**config.mk**
```make
export PLATFORM = sky130hd
export DESIGN_NAME = sctt_ctrl
export DESIGN_NICKNAME = d
export VERILOG_FILES = /design/src/hw/rtl/sctt_pkg.sv /design/src/hw/rtl/sctt_ctrl.sv
export SDC_FILE = /design/constraint.sdc
export NUM_CORES = 1
export LEC_CHECK = 0
export BUFFER_PORTS_ARGS = -buffer_cell sky130_fd_sc_hd__buf_2
export CORE_AREA = 2 2 39 41
export DETAILED_ROUTE_END_ITERATION = 7
export DIE_AREA = 0 0 41 43
export PLACE_DENSITY = 0.54
export SLEW_MARGIN = 20
export SYNTH_ARGS = -nofsm -noshare
export SYNTH_HDL_FRONTEND = slang
export SYNTH_SLANG_ARGS = --single-unit
```
**constraint.sdc**
```tcl
create_clock -name clk -period 2.45 [get_ports clk]
set_clock_uncertainty 0.15 [all_clocks]
set_input_delay 0.3675 -clock clk [delete_from_list [all_inputs] [get_ports clk]]
set_output_delay 0.3675 -clock clk [all_outputs]
set_load 0.005 [all_outputs]
```
**src/hw/rtl/sctt_pkg.sv**
```systemverilog
package sctt_pkg;

	localparam int CACHE_SLOTS  = 128;
	localparam int SECTOR_BYTES = 512;

	localparam int SLOT_W   = $clog2(CACHE_SLOTS);
	localparam int CNT_W    = $clog2(CACHE_SLOTS + 1);
	localparam int BYTES_W  = $clog2(SECTOR_BYTES + 1);
	localparam int PROD_W   = SLOT_W + BYTES_W;

	localparam int DRIVE_W  = 8;
	localparam int LBA_W    = 32;
	localparam int STAMP_W  = 16;
	localparam int SLOT_O_W = 7;
	localparam int OFF_W    = 16;

	typedef struct packed {
		logic [DRIVE_W-1:0] drive;
		logic [LBA_W-1:0]   sector;
		logic [STAMP_W-1:0] stamp;
	} tag_t;

	// controller to datapath
	typedef struct packed {
		logic start;     // latch request, restart the walk
		logic scan;      // issue one tag read, compare the previous one
		logic grab_hit;  // capture the matching slot as the result
		logic fill;      // tag the victim slot, advance the fill count
		logic emit;      // load the output register
	} cmd_t;

	// datapath to controller
	typedef struct packed {
		logic hit;   // compared entry matches the request
		logic last;  // compared entry is the last valid one
		logic empty; // no slot holds a tag yet
	} status_t;

endpackage

```
**src/hw/rtl/sctt_ctrl.sv**
```systemverilog
module sctt_ctrl (
	input  logic             clk,
	input  logic             arst_n,
	input  logic             in_valid,
	output logic             in_ready,
	output logic             out_valid,
	input  logic             out_ready,
	input  sctt_pkg::status_t status,
	output sctt_pkg::cmd_t    cmd
);
	import sctt_pkg::*;

	typedef enum logic [3:0] {
		ST_IDLE = 4'b0001,
		ST_SCAN = 4'b0010,
		ST_FILL = 4'b0100,
		ST_EMIT = 4'b1000
	} state_t;

	state_t state_q, state_d;
	logic   out_valid_q;
	logic   accept;
	logic   out_free;

	assign in_ready  = (state_q == ST_IDLE);
	assign out_valid = out_valid_q;
	assign accept    = in_valid && in_ready;
	assign out_free  = !out_valid_q || out_ready;

	always_comb begin
		state_d      = state_q;
		cmd          = '0;
		cmd.start    = accept;
		case (state_q)
			ST_IDLE: begin
				if (accept) begin
					state_d = status.empty ? ST_FILL : ST_SCAN;
				end
			end
			ST_SCAN: begin
				cmd.scan = 1'b1;
				if (status.hit) begin
					cmd.grab_hit = 1'b1;
					state_d      = ST_EMIT;
				end else if (status.last) begin
					state_d = ST_FILL;
				end
			end
			ST_FILL: begin
				cmd.fill = 1'b1;
				state_d  = ST_EMIT;
			end
			ST_EMIT: begin
				// hold until the output register is free
				if (out_free) begin
					cmd.emit = 1'b1;
					state_d  = ST_IDLE;
				end
			end
			default: begin
				state_d = ST_IDLE;
			end
		endcase
	end

	always_ff @(posedge clk or negedge arst_n) begin
		if (!arst_n) begin
			state_q     <= ST_IDLE;
			out_valid_q <= 1'b0;
		end else begin
			state_q <= state_d;
			if (cmd.emit) begin
				out_valid_q <= 1'b1;
			end else if (out_ready) begin
				out_valid_q <= 1'b0;
			end
		end
	end

endmodule

```
After elaboration in Yosys (flattened, before gate mapping)
Index checks and enable logic that the tools add are counted.
{ "totals": {"register_bits": 5, "latchBits": 0, "mem_bits_rw": 0, "mem_bits_ro": 0, "out_inout_bits": 7, "elab_cells": 27, "memories": 0} }
{ "op_classes": {"n_addsub": 0, "n_mul": 0, "div": 0, "magnitude_cmp": 0, "eq_ne": 7, "shift": 0, "mux": 13, "bitwise_logic": 0, "n_reduce_logical": 5} }
{ "ops": {"columns": ["op", "n"], "rows": [
  ["$mux W4", 4],
  ["$pmux W4 S4", 1],
  ["$mux W1", 6],
  ["$eq A4 B1 Y1 const B", 1],
  ["$eq A4 B2 Y1 const B", 1],
  ["$eq A4 B3 Y1 const B", 1],
  ["$eq A4 B4 Y1 const B", 1],
  ["$mux W3", 1],
  ["$ne A3 B3 Y1 const B", 1],
  ["$reduce_and A3 Y1", 1],
  ["$mux W2", 1],
  ["$ne A2 B1 Y1 const B", 1],
  ["$ne A2 B2 Y1 const B", 1],
  ["$reduce_bool A2 Y1", 1],
  ["$logic_and A1 B1 Y1", 1],
  ["$logic_not A1 Y1", 1],
  ["$logic_or A1 B1 Y1", 1]
]} }

Logic depth before layout (Yosys ltp)
Gate-level depths: netlist of the first run.
{ "depth": {"depth_word": 5, "ltp_mapped": 4, "depth_no_buf": 4} }

Worst setup path before layout of the first run
Ideal clock, no wire load.
{ "synth_path": {"path_kind": "reg2out", "startpoint": "register state_q[3]", "endpoint": "output port cmd[2] (netlist bit)", "arrival_ns": 1.164, "setup_slack_ns": 0.768, "stages_incl_launch_ff": 4, "n_path_buf": 0, "cell_sequence": "dfrtp_1 -> or4b_4 -> inv_2 -> and2_1"} }
{ "synth_rtl": {"columns": ["item", "line_no", "text"], "rows": [
  ["from (decl)", "sctt_ctrl.sv:20", "state_t state_q, state_d;"],
  ["from (signal assigned)", "sctt_ctrl.sv:71", "state_q <= state_d;"],
  ["to (decl)", "sctt_ctrl.sv:9", "output sctt_pkg::cmd_t cmd"]
]} }

==> results.sh, run 1 <==
export IMPL_placed_area_um2=374
export IMPL_outcome="finished clean"
export IMPL_grt_max_degree=7
export IMPL_rows=14
export IMPL_cts_sinks=5
export IMPL_grt_pass1_wl_um=986
export IMPL_worstSetupPathType="reg2out"
export IMPL_cts_setup_buffers=0
export IMPL_worstSkewPairLatency_ns=0.24
export IMPL_layout_common_cells="buf_2, dfrtp_1, inv_1, clkbuf_4"
export IMPL_cp_required_ns=1.93
export IMPL_layout_drive_gt1_share_pct=48.9
export IMPL_crit_chain="or4b_4 -> inv_2 -> and2_1 -> buf_2"
export IMPL_worst_pin_slew_ns=0.264
export IMPL_power_density_mw_per_mm2=833
export IMPL_fmax_ghz=0.490
export IMPL_drc=0
export IMPL_finalSetupViolCount=0
export IMPL_yosys_warnings=0
export IMPL_slowest_stage="or4b_4"
export IMPL_core_region_area_mm2=0.00138
export IMPL_fill_cells=157
export IMPL_cp_num_buf_inv=2
export IMPL_wire_per_inst_um=9.68
export IMPL_synth_cell_types=22
export IMPL_r2r_cells=2
export IMPL_vias=271
export IMPL_drt_iter0_markers=0
export IMPL_leakagePower_nw=0.212
export IMPL_finalCriticalPeriod_ns=2.04
export IMPL_ff2ff_setup_slack_ns=1.01
export IMPL_hp_class="in2reg"
export IMPL_final_common_cell="buf_2"
export IMPL_die_area_mm2=0.00176
export IMPL_syn_area_um2=297
export IMPL_multiInputGateArea_um2=148
export IMPL_seq_area_um2=126
export IMPL_cts_buffers=3
export IMPL_die_w_um=41
export IMPL_area_growth_pct=38.4
export IMPL_tns_ns=0
export IMPL_grt_pass1_vias=251
export IMPL_ys_seq_area_share_pct=42.6
export IMPL_vdd_drop_max_v=0.000475
export IMPL_cpLargestDelayFamily="simple AND/OR/NAND/NOR gates"
export IMPL_wirelength_um=610
export IMPL_cts_resized=0
export IMPL_fin_ws_ns=0.409
export IMPL_io_pins=14
export IMPL_start_kind="flop"
export IMPL_grt_overflow=0
export IMPL_diodes=0
export IMPL_slew_headroom_pct=82.4
export IMPL_num_nets_final=55
export IMPL_crit_fanout=6
export IMPL_fin_area_um2=410
export IMPL_cts_tree="done"
export IMPL_post_place_ws_ns=0.659
export IMPL_avgSynthCellArea_um2=9.88
export IMPL_postSynthCellCount=30
export IMPL_ant_nets=0
export IMPL_hold_viol=0
export IMPL_drv_slew=0
export IMPL_endpoint_kind="output pin"
export IMPL_htreeDepth=1
export IMPL_cp_slowest_stage_delay_ns=0.57
export IMPL_worstHoldStart="status[0]"
export IMPL_r2r_start="state_q[3]"
export IMPL_clk_pin_slew_worst_paths_ns=0.04
export IMPL_cts_root_buf="clkbuf_4"
export IMPL_drv_cap=0
export IMPL_hold_depth=2
export IMPL_finalCritPeriodShare_pct=83.3
export IMPL_start_util_pct=21.4
export IMPL_ys_seq_elements=5
export IMPL_dp_hpwl_um=488
export IMPL_arrival_ns=1.52
export IMPL_rsz0062_at_grt="no"
export IMPL_dr_pass1_iters=1
export IMPL_holdPathEnd="state_q[1]"
export IMPL_place_congestion=0.677
export IMPL_clockBufferDepth=2
export IMPL_via_per_inst=4.30
export IMPL_portBuffers=13
export IMPL_track_usage_pct=9.10
export IMPL_r2r_end="state_q[1]"
export IMPL_antenna_found_initial=0
export IMPL_syn_nets=37
export IMPL_die_h_um=43
[power by group]
group | leakage (nW) | internal, mW | switching (mW)
clock network | 0.0150 | 0.0615 | 0.0318
registers | 0.0651 | 0.108 | 0.0275
logic | 0.132 | 0.0615 | 0.0516
[registers in the layout (all words and copies together) (netlist names)]
name       flops
state_q        4
out_valid      1
[cell families (layout without fill, tap and decap cells)]
logic type             after synthesis  in the layout  synth area share [%]
buffers and inverters                5             22                  7.59
flip-flops                           5              5                  42.6
AO/OA/AOI/OAI                        7              7                  19.0
AND/OR/NAND/NOR                     13             13                  30.8
[cells in the mapped netlist]
library cell / n / share of area, %
and2_1: 1 / 2.1
inv_1: 3 / 3.8
a21o_2: 1 / 3.0
nand3b_1: 1 / 2.5
nand2b_1: 1 / 2.1
o21ai_0: 1 / 1.7
buf_4: 1 / 2.5
nand4bb_1: 1 / 3.8
dfstp_2: 1 / 8.9
nor4b_2: 1 / 5.1
dfrtp_1: 4 / 34
a211oi_1: 1 / 2.5
nor2_2: 1 / 2.1
nand3_1: 1 / 1.7
nand2_1: 2 / 2.5
nor3_1: 1 / 1.7
o32ai_2: 1 / 5.5
nor2_1: 2 / 2.5
a22o_1: 1 / 3.0
or4b_4: 1 / 4.6
a21oi_1: 2 / 3.4
inv_2: 1 / 1.3
[through the flow]
step / hold slack, ns / total power, mW / utilization [%] / std cells
2_1_floorplan: -0.0781 / 0.212 / - / 30
3_3_place_gp: 0.0371 / 0.253 / 27.0 / 58
3_5_place_dp: 0.0390 / 0.252 / 27.0 / 58
4_1_cts: 0.164 / 0.351 / 29.7 / 63
5_1_grt: 0.170 / 0.374 / 29.7 / 63
6_report: 0.172 / 0.342 / 29.7 / 63
[final cells by class]
cell class | instances | area share [%]
Multi-Input combinational cell | 20 | 36.0
Sequential cell | 5 | 30.8
Timing Repair Buffer | 14 | 18.3
Clock buffer | 4 | 6.40
Tap cell | 16 | 4.88
Inverter | 4 | 3.66
[metal layers]
layer	share of wire, %	track usage, %	vias up
met2	46	11.9	7
met1	48	10.2	123
met3	5.6	6.28	0
met4	0	6.00	0
li1	-	-	141
met5	0	0	-
[repair_timing]
action                                  in CTS  in global routing
hold buffers                                 1                  0
endpoints found under the setup margin       0                  0
hold endpoints to repair                     5                  0
[how the worst max path moves through the flow]
stage | from | to | slack [ns] | cells after the start
final | state_q[3] | cmd[2] | 0.41 | 4
after global routing | state_q[3] | cmd[2] | 0.33 | 4
after CTS | state_q[3] | cmd[2] | 0.39 | 4
after detailed placement | state_q[3] | cmd[2] | 0.66 | 4
after global placement | state_q[3] | cmd[2] | 0.66 | 4
after floorplan | state_q[3] | cmd[2] | 0.77 | 3
(Power assumes the default switching activity.)
==> run 2, diff against run 1 <==
==> constraint.sdc (replaced) <==
create_clock -name clk -period 2.07 [get_ports clk]
set_clock_uncertainty 0.15 [all_clocks]
set_input_delay 0.3105 -clock clk [delete_from_list [all_inputs] [get_ports clk]]
set_output_delay 0.3105 -clock clk [all_outputs]
set_load 0.005 [all_outputs]
==> run 2 against run 1 <==
  * Total power grew 19%
  * Clock-buffer cell count did not move
  * Combinational power increased by 19%
  * Hold slack worse by 0.052 ns
  * Non-clock buffer count did not move
  * Sequential share of layout area is 0.21 points higher
  * Routed wire length is 2.1% higher
  * Largest cell class unchanged
==> results.sh, run 2 (synthesis gave the netlist of run 1 again) <==
export IMPL_place_congestion=0.688
export IMPL_fill_cells=160
export IMPL_diodes=0
export IMPL_crit_chain="or4b_4 -> inv_2 -> and2_1 -> buf_2"
export IMPL_start_util_pct=21.4
export IMPL_die_area_mm2=0.00176
export IMPL_final_common_cell="buf_2"
export IMPL_fin_util_pct=29.7
export IMPL_clk_pin_slew_worst_paths_ns=0.04
export IMPL_grt_pass1_wl_um=1060
export IMPL_hold_ws_ns=0.120
export IMPL_slew_headroom_pct=83.3
export IMPL_die_h_um=43
export IMPL_placed_area_um2=374
export IMPL_hold_viol=0
export IMPL_htreeDepth=1
export IMPL_hp_class="in2reg"
export IMPL_largest_register_ffs=4
export IMPL_via_per_inst=4.44
export IMPL_antenna_found_initial=0
export IMPL_grt_overflow=0
export IMPL_dr_pass1_iters=2
export IMPL_clkPwrFrac_pct=27.3
export IMPL_cts_setup_buffers=0
export IMPL_wirelength_um=623
export IMPL_cp_slowest_stage_delay_ns=0.56
export IMPL_fin_area_um2=412
export IMPL_total_power_mw=0.408
export IMPL_cts_buffers=3
export IMPL_finalCriticalPeriod_ns=1.99
export IMPL_grt_max_degree=7
export IMPL_post_place_ws_ns=0.321
export IMPL_wire_per_inst_um=9.89
export IMPL_ant_nets=0
export IMPL_layout_common_cells="buf_2, inv_1, clkbuf_4, dfrtp_1"
export IMPL_drv_cap=0
export IMPL_worst_pin_slew_ns=0.250
export IMPL_track_usage_pct=9.80
export IMPL_rows=14
export IMPL_finalCritPeriodShare_pct=96.1
export IMPL_cp_required_ns=1.61
export IMPL_cts_tree="done"
export IMPL_outcome="finished clean"
export IMPL_worstSetupPathType="reg2out"
export IMPL_fmax_ghz=0.503
export IMPL_drv_slew=0
export IMPL_start_kind="flop"
export IMPL_core_region_area_mm2=0.00138
export IMPL_die_w_um=41
export IMPL_crit_fanout=6
export IMPL_fin_ws_ns=0.0808
export IMPL_intPower_mw=0.274
export IMPL_fin_cells=63
export IMPL_slowest_stage="or4b_4"
export IMPL_num_nets_final=55
export IMPL_vias=280
export IMPL_io_pins=14
export IMPL_regMostFlops="state_q"
export IMPL_leakagePower_nw=0.211
export IMPL_clockBufferDepth=2
export IMPL_dp_cells=58
export IMPL_drt_iter0_markers=9
export IMPL_switching_share_pct=32.8
export IMPL_tns_ns=0
export IMPL_rsz0062_at_grt="no"
export IMPL_arrival_ns=1.53
export IMPL_worstSkewPairLatency_ns=0.24
export IMPL_endpoint_kind="output pin"
export IMPL_p_comb_share_pct=33.1
export IMPL_cts_sinks=5
export IMPL_finalSetupViolCount=0
export IMPL_cts_root_buf="clkbuf_4"
export IMPL_grt_pass1_vias=262
export IMPL_vdd_drop_max_v=0.000396
export IMPL_switchingPower_mw=0.134
export IMPL_portBuffers=13
export IMPL_layout_drive_gt1_share_pct=51.1
export IMPL_power_density_mw_per_mm2=992
export IMPL_drc=0
export IMPL_p_seq_share_pct=39.7
export IMPL_area_growth_pct=38.8
[run 2: cell types whose count changed in the layout (fill, tap and decap cells not counted)]
cell     delta
dfrtp_2     +1
dfrtp_1     -1
[run 2: power groups by stage]
| stage | Sequential [mW] | Combinational [mW] | Clock, mW |
|---|---|---|---|
| 2_1_floorplan | 0.155 | 0.0964 | 0 |
| 3_3_place_gp | 0.163 | 0.137 | 0 |
| 3_5_place_dp | 0.162 | 0.136 | 0 |
| 4_1_cts | 0.161 | 0.138 | 0.117 |
| 5_1_grt | 0.170 | 0.154 | 0.123 |
| 6_report | 0.162 | 0.135 | 0.111 |
[run 2: routing by layer]
metal / routed length (um) / global-route usage, % / vias up
met3: 46 / 4.71 / 2
met2: 284 / 12.5 / 13
met4: 19 / 8.00 / 0
met1: 272 / 11.8 / 125
li1: - / - / 140
met5: 0 / 0 / -
[run 2: critical path: cells and delay by family, from the launching register on]
family        cells  cell delay (ns)
flops             1             0.44
simple gates      2             0.67
buf+inv           2             0.18
[run 2: worst paths after layout]
path	from	slack, ns	end	cells after the start
setup / recovery	state_q[3]	0.08	cmd[2]	4
hold / removal	status[0]	0.12	state_q[1]	2
setup reg to reg	state_q[3]	0.62	state_q[1]	2
hold reg to reg	state_q[0]	0.38	state_q[3]	1
max in group asynchronous	arst_n	1.30	state_q[0]	2
min in group asynchronous	arst_n	0.26	out_valid	2
[run 2: cell type report]
class / count / area, um2 / share of cell area [%]
Tap cell: 16 / 20.0 / 4.86
Multi-Input combinational cell: 20 / 148 / 35.9
Timing Repair Buffer: 14 / 75.1 / 18.2
Inverter: 4 / 15.0 / 3.65
Clock buffer: 4 / 26.3 / 6.38
Sequential cell: 5 / 128 / 31.0
[run 2: what timing repair did]
item | in CTS | in global routing
endpoints found under the setup margin | 0 | 1
hold endpoints to repair | 5 | 0
hold buffers | 1 | 0
resized for setup | 0 | 1
==> run 3, diff against run 2 <==
--- a/config.mk
+++ b/config.mk
@@ -9,6 +9,7 @@
 export CORE_AREA = 2 2 39 41
 export DETAILED_ROUTE_END_ITERATION = 7
 export DIE_AREA = 0 0 41 43
+export GPL_TIMING_DRIVEN = 0
 export PLACE_DENSITY = 0.54
 export SLEW_MARGIN = 20
 export SYNTH_ARGS = -nofsm -noshare
==> run 3 against run 2 <==
  * Critical path depth unchanged
  * Routed wire length is 4.5% lower
  * Cell area rose by 1.5%
  * Setup slack improved by 0.0013 ns
  * First-iteration DRC count fell by 56%
==> results.sh, run 3 (synthesis gave the netlist of run 1 again) <==
export IMPL_die_area_mm2=0.00176
export IMPL_r2r_cells=2
export IMPL_rows=14
export IMPL_cts_setup_buffers=0
export IMPL_start_util_pct=21.4
export IMPL_hold_viol=0
export IMPL_ant_nets=0
export IMPL_fill_cells=166
export IMPL_die_w_um=41
export IMPL_grt_pass1_vias=259
export IMPL_htreeDepth=1
export IMPL_cts_tree="done"
export IMPL_cts_sinks=5
export IMPL_finalCritPeriodShare_pct=96.0
export IMPL_hp_class="in2reg"
export IMPL_grt_max_degree=7
export IMPL_grt_pass1_wl_um=972
export IMPL_wirelength_um=595
export IMPL_wire_per_inst_um=9.30
export IMPL_portBuffers=13
export IMPL_dp_cells=59
export IMPL_endpoint_kind="output pin"
export IMPL_tns_ns=0
export IMPL_hold_ws_ns=0.119
export IMPL_r2r_end="state_q[1]"
export IMPL_fmax_ghz=0.503
export IMPL_ff2ff_setup_slack_ns=0.63
export IMPL_cp_required_ns=1.61
export IMPL_track_usage_pct=8.98
export IMPL_holdPathEnd="state_q[1]"
export IMPL_r2r_start="state_q[3]"
export IMPL_die_h_um=43
export IMPL_drv_slew=0
export IMPL_outcome="finished clean"
export IMPL_fin_cells=64
export IMPL_total_power_mw=0.413
export IMPL_finalSetupViolCount=0
export IMPL_layout_common_cells="buf_2, dfrtp_1, inv_1, clkbuf_4"
export IMPL_antenna_found_initial=0
export IMPL_vias=277
export IMPL_arrival_ns=1.53
export IMPL_regMostFlops="state_q"
export IMPL_largest_register_ffs=4
export IMPL_diodes=0
export IMPL_worstSkewPairLatency_ns=0.24
export IMPL_core_region_area_mm2=0.00138
export IMPL_layout_drive_gt1_share_pct=50.0
export IMPL_start_kind="flop"
export IMPL_leakagePower_nw=0.217
export IMPL_io_pins=14
export IMPL_drv_cap=0
export IMPL_hold_depth=2
export IMPL_slew_headroom_pct=82.9
export IMPL_vdd_drop_max_v=0.000386
export IMPL_place_congestion=0.653
export IMPL_via_per_inst=4.33
export IMPL_dr_pass1_iters=2
export IMPL_num_nets_final=56
export IMPL_power_density_mw_per_mm2=988
export IMPL_cts_buffers=3
export IMPL_crit_fanout=6
export IMPL_grt_overflow=0
export IMPL_placed_area_um2=382
export IMPL_worst_pin_slew_ns=0.256
export IMPL_clk_pin_slew_worst_paths_ns=0.04
export IMPL_fin_area_um2=418
export IMPL_final_common_cell="buf_2"
export IMPL_area_growth_pct=40.9
export IMPL_cts_resized=0
export IMPL_finalCriticalPeriod_ns=1.99
export IMPL_drc=0
export IMPL_fin_util_pct=30.2
export IMPL_worstSetupPathType="reg2out"
export IMPL_post_place_ws_ns=0.323
export IMPL_rsz0062_at_grt="no"
export IMPL_dp_hpwl_um=485
export IMPL_clockBufferDepth=2
export IMPL_cts_hold_buf=1
export IMPL_drt_iter0_markers=4
export IMPL_worstHoldStart="status[0]"
export IMPL_fin_ws_ns=0.0821
export IMPL_cts_root_buf="clkbuf_4"
[run 3: worst max-delay path, stage by stage, from the launching register on]
cell,delay [ns]
dfrtp_1,0.43
or4b_4,0.57
inv_2,0.08
and2_1,0.12
buf_2,0.10
[run 3: cell type report]
class / instances / area (um2) / area share [%]
timing repair buffer: 14 / 75.1 / 18.0
clock buffer: 4 / 26.3 / 6.29
tap: 16 / 20.0 / 4.79
sequential: 5 / 126 / 30.2
multi-input combinational: 20 / 148 / 35.3
inverter: 4 / 15.0 / 3.59
buffer: 1 / 7.51 / 1.80
[run 3: worst max-delay path by stage]
stage / start / to / depth (start not counted)
floorplan: state_q[3] / cmd[2] / 3
detailed placement: state_q[3] / cmd[2] / 4
CTS: state_q[3] / cmd[2] / 4
finish: state_q[3] / cmd[2] / 4
global route: state_q[3] / cmd[2] / 4
global placement: state_q[3] / cmd[2] / 4
[run 3: report_power, final]
| part | switching, mW | internal [mW] | total, mW | leakage (nW) |
|---|---|---|---|---|
| registers | 0.0328 | 0.128 | 0.161 | 0.0651 |
| clock network | 0.0366 | 0.0726 | 0.109 | 0.0150 |
| logic | 0.0620 | 0.0808 | 0.143 | 0.137 |
| total | 0.131 | 0.282 | 0.413 | 0.217 |
[run 3: per-layer routing]
metal / vias up / global-route usage, % / share of wire, %
li1: 142 / - / -
met4: 0 / 8.00 / 0
met2: 9 / 11.6 / 45
met5: - / 0 / 0
met1: 126 / 9.15 / 48
met3: 0 / 6.28 / 6.4
